<file path="config.mk">
export PLATFORM = sky130hd
export DESIGN_NAME = chained_hash_set_core
export DESIGN_NICKNAME = d
export VERILOG_FILES = /design/src/hw/rtl/chs_pkg.sv /design/src/hw/rtl/chs_ram.sv /design/src/hw/rtl/chs_ctrl.sv /design/src/hw/rtl/chs_dp.sv /design/src/hw/rtl/chained_hash_set_core.sv
export SDC_FILE = /design/constraint.sdc
export NUM_CORES = 1
export LEC_CHECK = 0
export ABC_CLOCK_PERIOD_IN_PS = 6300
export BUFFER_PORTS_ARGS = -buffer_cell sky130_fd_sc_hd__buf_4
export CORE_MARGIN = 4
export CORE_UTILIZATION = 25
export CTS_CLUSTER_DIAMETER = 100
export DETAILED_ROUTE_END_ITERATION = 8
export PLACE_DENSITY = 0.42
export RECOVER_POWER = 25
export SYNTH_ARGS = -nofsm -noshare
export SYNTH_HDL_FRONTEND = slang
export SYNTH_SLANG_ARGS = --single-unit
export TNS_END_PERCENT = 1
</file>
<file path="constraint.sdc">
create_clock -name clk -period 6.3 [get_ports clk]
set_clock_uncertainty 0.15 [all_clocks]
set_input_delay 1.26 -clock clk [delete_from_list [all_inputs] [get_ports clk]]
set_output_delay 1.26 -clock clk [all_outputs]
set_load 0.01 [all_outputs]
</file>
<file path="src/hw/rtl/chs_pkg.sv">
// Shared types and constants for the chained hash set core.
package chs_pkg;

	localparam int KEY_W = 31;
	localparam int ACT_W = 2;
	localparam int TS_W  = 4;

	localparam logic [TS_W-1:0] TS_RESET = 4'd7;

	localparam logic [ACT_W-1:0] ACT_INSERT = 2'd0;
	localparam logic [ACT_W-1:0] ACT_SEARCH = 2'd1;
	localparam logic [ACT_W-1:0] ACT_DELETE = 2'd2;

	// Controller to datapath.
	typedef struct packed {
		logic load;
		logic div_step;
		logic clr_step;
		logic eval;
		logic out_load;
	} cmd_t;

	// Datapath to controller.
	typedef struct packed {
		logic div_last;
		logic clr_last;
		logic stop;
	} sts_t;

endpackage

</file>
<file path="src/hw/rtl/chs_ram.sv">
// Generic single-write, single-read RAM with registered read data.
module chs_ram #(
	parameter int WIDTH = 32,
	parameter int DEPTH = 32,
	localparam int AW = (DEPTH > 1) ? $clog2(DEPTH) : 1
) (
	input  logic             clk,
	input  logic             wr_en,
	input  logic [AW-1:0]    wr_addr,
	input  logic [WIDTH-1:0] wr_data,
	input  logic [AW-1:0]    rd_addr,
	output logic [WIDTH-1:0] rd_data
);

	logic [WIDTH-1:0] mem_q [DEPTH];

	always_ff @(posedge clk) begin
		if (wr_en) begin
			mem_q[wr_addr] <= wr_data;
		end
		rd_data <= mem_q[rd_addr];
	end

endmodule

</file>
<file path="src/hw/rtl/chs_ctrl.sv">
// Request sequencer: clear pass, modulo, slot scan, result hand-off.
module chs_ctrl (
	input  logic          clk,
	input  logic          arst_n,
	input  logic          in_valid,
	output logic          in_ready,
	output logic          out_valid,
	input  logic          out_ready,
	output chs_pkg::cmd_t cmd,
	input  chs_pkg::sts_t sts
);

	import chs_pkg::*;

	typedef enum logic [2:0] {
		ST_CLEAR,
		ST_IDLE,
		ST_DIV,
		ST_READ,
		ST_EVAL,
		ST_FINISH
	} state_t;

	state_t state_q;
	logic   out_valid_q;

	assign in_ready  = (state_q == ST_IDLE);
	assign out_valid = out_valid_q;

	always_comb begin
		cmd = '0;
		unique case (state_q)
			ST_CLEAR:  cmd.clr_step = 1'b1;
			ST_IDLE:   cmd.load     = in_valid;
			ST_DIV:    cmd.div_step = 1'b1;
			ST_READ:   ;
			ST_EVAL:   cmd.eval     = 1'b1;
			ST_FINISH: cmd.out_load = !out_valid_q || out_ready;
			default:   ;
		endcase
	end

	always_ff @(posedge clk or negedge arst_n) begin
		if (!arst_n) begin
			state_q     <= ST_CLEAR;
			out_valid_q <= 1'b0;
		end else begin
			if (cmd.out_load) begin
				out_valid_q <= 1'b1;
			end else if (out_ready) begin
				out_valid_q <= 1'b0;
			end
			unique case (state_q)
				ST_CLEAR: begin
					if (sts.clr_last) state_q <= ST_IDLE;
				end
				ST_IDLE: begin
					if (in_valid) state_q <= ST_DIV;
				end
				ST_DIV: begin
					if (sts.div_last) state_q <= ST_READ;
				end
				ST_READ: begin
					state_q <= ST_EVAL;
				end
				ST_EVAL: begin
					state_q <= sts.stop ? ST_FINISH : ST_READ;
				end
				ST_FINISH: begin
					if (cmd.out_load) state_q <= ST_IDLE;
				end
				default: begin
					state_q <= ST_IDLE;
				end
			endcase
		end
	end

endmodule

</file>
<file path="src/hw/rtl/chs_dp.sv">
// Datapath: config register, bit-serial modulo, slot table and result registers.
module chs_dp #(
	parameter int BUCKETS          = 8,
	parameter int SLOTS_PER_BUCKET = 4
) (
	input  logic                        clk,
	input  logic                        arst_n,
	input  chs_pkg::cmd_t               cmd,
	output chs_pkg::sts_t               sts,
	input  logic                        cfg_we,
	input  logic [chs_pkg::TS_W-1:0]    table_size,
	input  logic [chs_pkg::ACT_W-1:0]   action,
	input  logic [chs_pkg::KEY_W-1:0]   key,
	output logic                        found,
	output logic                        status
);

	import chs_pkg::*;

	localparam int TOTAL  = BUCKETS * SLOTS_PER_BUCKET;
	localparam int ADDR_W = (TOTAL > 1) ? $clog2(TOTAL) : 1;
	localparam int SLOT_W = (SLOTS_PER_BUCKET > 1) ? $clog2(SLOTS_PER_BUCKET) : 1;
	localparam int CNT_W  = $clog2(KEY_W);
	localparam int CLAMP  = (BUCKETS < 15) ? BUCKETS : 15;
	localparam logic [TS_W-1:0]   CLAMP_TS   = TS_W'(CLAMP);
	localparam logic [ADDR_W-1:0] SLOTS_A    = ADDR_W'(SLOTS_PER_BUCKET);
	localparam logic [ADDR_W-1:0] LAST_ADDR  = ADDR_W'(TOTAL - 1);
	localparam logic [SLOT_W-1:0] LAST_SLOT  = SLOT_W'(SLOTS_PER_BUCKET - 1);
	localparam logic [CNT_W-1:0]  LAST_STEP  = CNT_W'(KEY_W - 1);

	logic [TS_W-1:0]   table_size_q;
	logic [TS_W-1:0]   eff_size;
	logic [TS_W-1:0]   divisor_q;
	logic [TS_W-1:0]   rem_q;
	logic [KEY_W-1:0]  dividend_q;
	logic [CNT_W-1:0]  div_cnt_q;
	logic [ACT_W-1:0]  action_q;
	logic [KEY_W-1:0]  key_q;
	logic [SLOT_W-1:0] slot_q;
	logic [ADDR_W-1:0] clr_q;
	logic              found_acc_q;
	logic              full_acc_q;
	logic              found_q;
	logic              status_q;

	logic [TS_W:0]     trial;
	logic [ADDR_W-1:0] slot_addr;
	logic              slot_last;
	logic [KEY_W:0]    rd_data;
	logic              entry_valid;
	logic              hit;
	logic              ev_wr;
	logic              ev_set;
	logic              ev_found;
	logic              ev_full;
	logic              ev_stop;
	logic              ram_we;
	logic [ADDR_W-1:0] ram_waddr;
	logic [KEY_W:0]    ram_wdata;

	assign eff_size = (table_size_q == '0) ? TS_W'(1) :
	                  (table_size_q > CLAMP_TS) ? CLAMP_TS : table_size_q;

	assign trial     = {rem_q, dividend_q[KEY_W-1]};
	assign slot_addr = ADDR_W'(rem_q) * SLOTS_A + ADDR_W'(slot_q);
	assign slot_last = (slot_q == LAST_SLOT);

	assign entry_valid = rd_data[KEY_W];
	assign hit         = entry_valid && (rd_data[KEY_W-1:0] == key_q);

	always_comb begin
		ev_wr    = 1'b0;
		ev_set   = 1'b0;
		ev_found = 1'b0;
		ev_full  = 1'b0;
		ev_stop  = 1'b0;
		case (action_q)
			ACT_INSERT: begin
				if (!entry_valid) begin
					ev_wr   = 1'b1;
					ev_set  = 1'b1;
					ev_stop = 1'b1;
				end else if (slot_last) begin
					ev_full = 1'b1;
					ev_stop = 1'b1;
				end
			end
			ACT_SEARCH: begin
				if (hit) begin
					ev_found = 1'b1;
					ev_stop  = 1'b1;
				end else if (slot_last) begin
					ev_stop = 1'b1;
				end
			end
			ACT_DELETE: begin
				ev_wr   = hit;
				ev_stop = slot_last;
			end
			default: begin
				ev_stop = 1'b1;
			end
		endcase
	end

	assign ram_we    = cmd.clr_step || (cmd.eval && ev_wr);
	assign ram_waddr = cmd.clr_step ? clr_q : slot_addr;
	assign ram_wdata = (cmd.clr_step || !ev_set) ? '0 : {1'b1, key_q};

	chs_ram #(
		.WIDTH(KEY_W + 1),
		.DEPTH(TOTAL)
	) u_slots (
		.clk    (clk),
		.wr_en  (ram_we),
		.wr_addr(ram_waddr),
		.wr_data(ram_wdata),
		.rd_addr(slot_addr),
		.rd_data(rd_data)
	);

	assign sts.div_last = (div_cnt_q == LAST_STEP);
	assign sts.clr_last = (clr_q == LAST_ADDR);
	assign sts.stop     = ev_stop;

	assign found  = found_q;
	assign status = status_q;

	always_ff @(posedge clk or negedge arst_n) begin
		if (!arst_n) begin
			table_size_q <= TS_RESET;
			clr_q        <= '0;
		end else begin
			if (cfg_we) table_size_q <= table_size;
			if (cmd.clr_step) clr_q <= clr_q + ADDR_W'(1);
		end
	end

	always_ff @(posedge clk) begin
		if (cmd.load) begin
			action_q    <= action;
			key_q       <= key;
			dividend_q  <= key;
			divisor_q   <= eff_size;
			rem_q       <= '0;
			div_cnt_q   <= '0;
			slot_q      <= '0;
			found_acc_q <= 1'b0;
			full_acc_q  <= 1'b0;
		end else if (cmd.div_step) begin
			dividend_q <= dividend_q << 1;
			div_cnt_q  <= div_cnt_q + CNT_W'(1);
			if (trial >= {1'b0, divisor_q}) begin
				rem_q <= TS_W'(trial - {1'b0, divisor_q});
			end else begin
				rem_q <= trial[TS_W-1:0];
			end
		end else if (cmd.eval) begin
			if (ev_found) found_acc_q <= 1'b1;
			if (ev_full) full_acc_q <= 1'b1;
			if (!ev_stop) slot_q <= slot_q + SLOT_W'(1);
		end
		if (cmd.out_load) begin
			found_q  <= found_acc_q;
			status_q <= full_acc_q;
		end
	end

endmodule

</file>
<file path="src/hw/rtl/chained_hash_set_core.sv">
// Top level of the chained hash set: controller plus datapath.
//
//  channel | signals                    | beat carries
//  --------+----------------------------+------------------------
//  cfg     | cfg_valid / cfg_ready      | table_size
//  in      | in_valid / in_ready        | action, key
//  out     | out_valid / out_ready      | found, status
//
// Per request: accept, bit-serial modulo, a read and a check per slot scanned,
// then hand-off. After reset a clearing pass writes every slot, with in_ready
// low. cfg_ready is always high.
// A request is taken while the previous result waits in the output register;
// it stalls at hand-off only if that result is still not taken.
module chained_hash_set_core #(
	parameter int BUCKETS          = 8,
	parameter int SLOTS_PER_BUCKET = 4
) (
	input  logic                        clk,
	input  logic                        arst_n,
	input  logic                        cfg_valid,
	output logic                        cfg_ready,
	input  logic [chs_pkg::TS_W-1:0]    table_size,
	input  logic                        in_valid,
	output logic                        in_ready,
	input  logic [chs_pkg::ACT_W-1:0]   action,
	input  logic [chs_pkg::KEY_W-1:0]   key,
	output logic                        out_valid,
	input  logic                        out_ready,
	output logic                        found,
	output logic                        status
);

	import chs_pkg::*;

	cmd_t cmd;
	sts_t sts;

	assign cfg_ready = 1'b1;

	chs_ctrl u_ctrl (
		.clk      (clk),
		.arst_n   (arst_n),
		.in_valid (in_valid),
		.in_ready (in_ready),
		.out_valid(out_valid),
		.out_ready(out_ready),
		.cmd      (cmd),
		.sts      (sts)
	);

	chs_dp #(
		.BUCKETS         (BUCKETS),
		.SLOTS_PER_BUCKET(SLOTS_PER_BUCKET)
	) u_dp (
		.clk       (clk),
		.arst_n    (arst_n),
		.cmd       (cmd),
		.sts       (sts),
		.cfg_we    (cfg_valid && cfg_ready),
		.table_size(table_size),
		.action    (action),
		.key       (key),
		.found     (found),
		.status    (status)
	);

endmodule

</file>
==> flow_metrics.env <==
export IMPL_status="finished with violations"
export IMPL_violations="max-capacitance violations, max-slew violations"
export IMPL_grt_max_degree=130
export IMPL_worstSetupStartpointType="flop"
export IMPL_dieArea_mm2=0.183
export IMPL_leakage_nw=15.6
export IMPL_synth_seq_area_share_pct=77.4
export IMPL_ir_worst_vdd_mv=0.308
export IMPL_multi_input_area_mm2=0.00977
export IMPL_path_max_fanout=34
export IMPL_synthToLayoutAreaGrowth_pct=16.6
export IMPL_grt_pass1_vias=20500
export IMPL_num_vias=19500
export IMPL_tns_ps=0
export IMPL_synth_area_mm2=0.0440
export IMPL_grt_overflow=0
export IMPL_netlist_instances=1885
export IMPL_worstSetupStartpoint="u_ctrl.state_q[0]"
export IMPL_ys_flop_type="edfxtp_1"
export IMPL_ctsHoldBuffers=0
export IMPL_min_period_over_period_pct=72.3
export IMPL_insertion_delay_ps=730
export IMPL_synth_seq_cells=1152
export IMPL_cts_tree="built"
export IMPL_nNetsFinal=2053
export IMPL_synthArstFlopShare_pct=1.13
export IMPL_reg2reg_slack_ps=1750
export IMPL_drt_antenna_violating_nets=0
export IMPL_synth_simple_gate_area_share_pct=1.76
export IMPL_clock_path_buffers=3
export IMPL_rsz0062_at_grt="no"
export IMPL_rows=153
export IMPL_viasPerCell=4.40
export IMPL_core_area_mm2=0.175
export IMPL_fin_crit_ps=4550
export IMPL_antenna_found_initial=3
export IMPL_netlist_area_leader_share_pct=74.6
export IMPL_synth_area_leaders="edfxtp_1, mux4_2, dfxtp_1"
export IMPL_rr_endpoint="u_dp.u_slots.mem_q[4][5]"
export IMPL_final_max_slew_viol_count=297
export IMPL_cts_resized=0
export IMPL_initial_core_util_pct=25.2
export IMPL_cp_end_kind="flop"
export IMPL_total_power_mw=23.6
export IMPL_drcViolationCount=0
export IMPL_synth_compound_area_share_pct=0.401
export IMPL_first_pass_iters=5
export IMPL_die_h_um=428
export IMPL_synthXorXnorAreaFrac_pct=0.776
export IMPL_grt_pass1_wl_um=166000
export IMPL_synth_cell_types=46
export IMPL_synth_top_family_by_area="multiplexers"
export IMPL_drt_wl_total_um=118000
export IMPL_cts_setup_buffers=0
export IMPL_yosys_warnings=0
export IMPL_avgSynthCellArea_um2=23.4
export IMPL_hpwlAfterDp_um=73500
export IMPL_finalHoldViolCount=0
export IMPL_worstPathRequired_ps=6690
export IMPL_portBuffers=45
export IMPL_timing_rr_start="u_ctrl.state_q[0]"
export IMPL_setup_viol=0
export IMPL_synth_edf_count=1094
export IMPL_synthMuxAreaShare_pct=18.3
export IMPL_power_density_mw_per_mm2=460
export IMPL_drive_gt1_share_pct=29.7
export IMPL_synth_top_area_cell="edfxtp_1"
export IMPL_fillers=16900
export IMPL_numCtsBuffers=118
export IMPL_reg2regPathDepth=6
export IMPL_cts_htree_levels=3
export IMPL_cts_root_buf="clkbuf_16"
export IMPL_clk_pin_slew_worst_paths_ps=60
export IMPL_die_w_um=428
export IMPL_post_drt_wl_per_cell_um=26.6
export IMPL_synth_nets=1937
export IMPL_crit_type="reg -> reg"
export IMPL_ff_latch_area_mm2=0.0341
export IMPL_worstMarginPinSlew_ps=2220
export IMPL_slew_headroom_pct=-48.3
export IMPL_min_path_type="reg -> reg"
export IMPL_cp_endpoint="u_dp.u_slots.mem_q[4][5]"
export IMPL_cts_sinks=1152
export IMPL_routabilityCongestion=0.763
export IMPL_grtUsageTotal_pct=12.8
export IMPL_arrival_ps=4940
export IMPL_fmax_mhz=220
export IMPL_cap_violations=9
export IMPL_ios=47
export IMPL_drtIter0Drc=1602
export IMPL_synthAdderAreaFrac_pct=0.301
[Yosys cell counts, drive strengths merged (3+ instances only)]
library cell,n
mux2,70
xnor2,6
a31oi,3
mux2i,5
dfxtp,45
edfxtp,1094
nand3,5
dfrtp,10
and2,33
nor3,5
nand4,6
nand2b,4
buf,33
nor2,57
o21ai,11
or3,3
nand2,23
mux4,320
clkbuf,59
dfstp,3
nor3b,3
xor2,33
o22ai,4
ha,9
nor2b,5
nor4,9
inv,11
[placed cells by master (no fill, tap or decap), drive strengths merged, types with 2 or more instances in the layout]
cell,instances
a21oi,2
a311o,2
a31oi,3
and2,33
and3,2
buf,39
bufinv,15
clkbuf,207
clkinv,43
clkinvlp,4
dfrtp,10
dfstp,3
dfxtp,45
diode,3
edfxtp,1094
ha,9
inv,14
mux2,70
mux2i,5
mux4,320
nand2,23
nand2b,4
nand3,5
nand4,6
nor2,57
nor2b,5
nor3,5
nor3b,3
nor4,9
o211ai,2
o21ai,11
o22ai,4
or3,3
xnor2,6
xor2,33
[worst max-delay path, cell delays in order, from the launching register on]
cell	delay, ps
dfrtp_1	590
nor3_1	90
clkbuf_1	420
nor2_4	830
clkbuf_1	1110
and2_1	740
buf_4	380
[metrics by stage]
step                      area [um2]  std cells  hold slack (ps)  setup slack, ps  utilization [%]
after floorplan                44000       1885              259             2570                -
after global placement         47500       4201              284             2000             27.2
after detailed placement       47500       4203              282             1990             27.2
after CTS                      51400       4426              153             1950             29.5
after global routing           51300       4429              324             1350             29.4
final                          51300       4432              301             1750             29.4
[power breakdown]
group	total, mW	leakage (nW)	internal [mW]	switching [mW]
sequential	10.4	10.7	9.79	0.579
combinational	6.14	3.04	2.58	3.57
clock	7.09	1.89	4.10	2.99
total	23.6	15.6	16.5	7.14
[registers in the layout (all words and copies together), names as in the netlist]
name                  flops
u_dp.u_slots.mem_q     1024
u_dp.u_slots.rd_data     32
u_dp.dividend_q          31
u_dp.key_q               31
u_dp.clr_q                5
u_dp.div_cnt_q            5
u_dp.divisor_q            4
u_dp.rem_q                4
u_dp.table_size_q         4
u_ctrl.state_q            3
u_dp.action_q             2
u_dp.slot_q               2
u_ctrl.out_valid          1
u_dp.found                1
u_dp.found_acc_q          1
u_dp.full_acc_q           1
u_dp.status               1
[worst min-delay path by stage]
| stage | from | endpoint | slack (ps) | cells after the start |
|---|---|---|---|---|
| after floorplan | u_dp.found_acc_q | u_dp.found | 260 | 0 |
| after global placement | u_dp.found_acc_q | u_dp.found | 280 | 0 |
| after detailed placement | u_dp.found_acc_q | u_dp.found | 280 | 0 |
| after CTS | arst_n | u_dp.table_size_q[3] | 150 | 1 |
| after global routing | u_dp.found_acc_q | u_dp.found | 320 | 0 |
| final | u_dp.found_acc_q | u_dp.found | 300 | 0 |
[per-layer routing]
| metal | GRT usage, % | up-vias | share of wire (%) |
|---|---|---|---|
| met5 | 0 | - | 0 |
| met4 | 3.35 | 0 | 2.2 |
| met3 | 1.64 | 144 | 3.4 |
| met2 | 23.4 | 417 | 54 |
| met1 | 16.1 | 10800 | 41 |
| li1 | - | 8193 | - |
[area by class of cell]
type	count	share of cell area, %
multi-input combinational	630	19.0
inverter	11	0.0804
tap	2325	5.67
timing repair buffer	88	1.17
antenna	3	0.0146
clock inverter	65	1.56
sequential	1152	66.4
clock buffer	158	6.06
[kinds of logic after synthesis]
group                      Yosys count
DFF                               1152
muxes                              395
and+or+nand+nor                    157
buffers and inverters              103
xor gates and xnor gates            39
AOI/OAI and AO/OA                   28
adders and majority gates           10
other                                1
No activity file was read; power rests on OpenSTA's default activity.
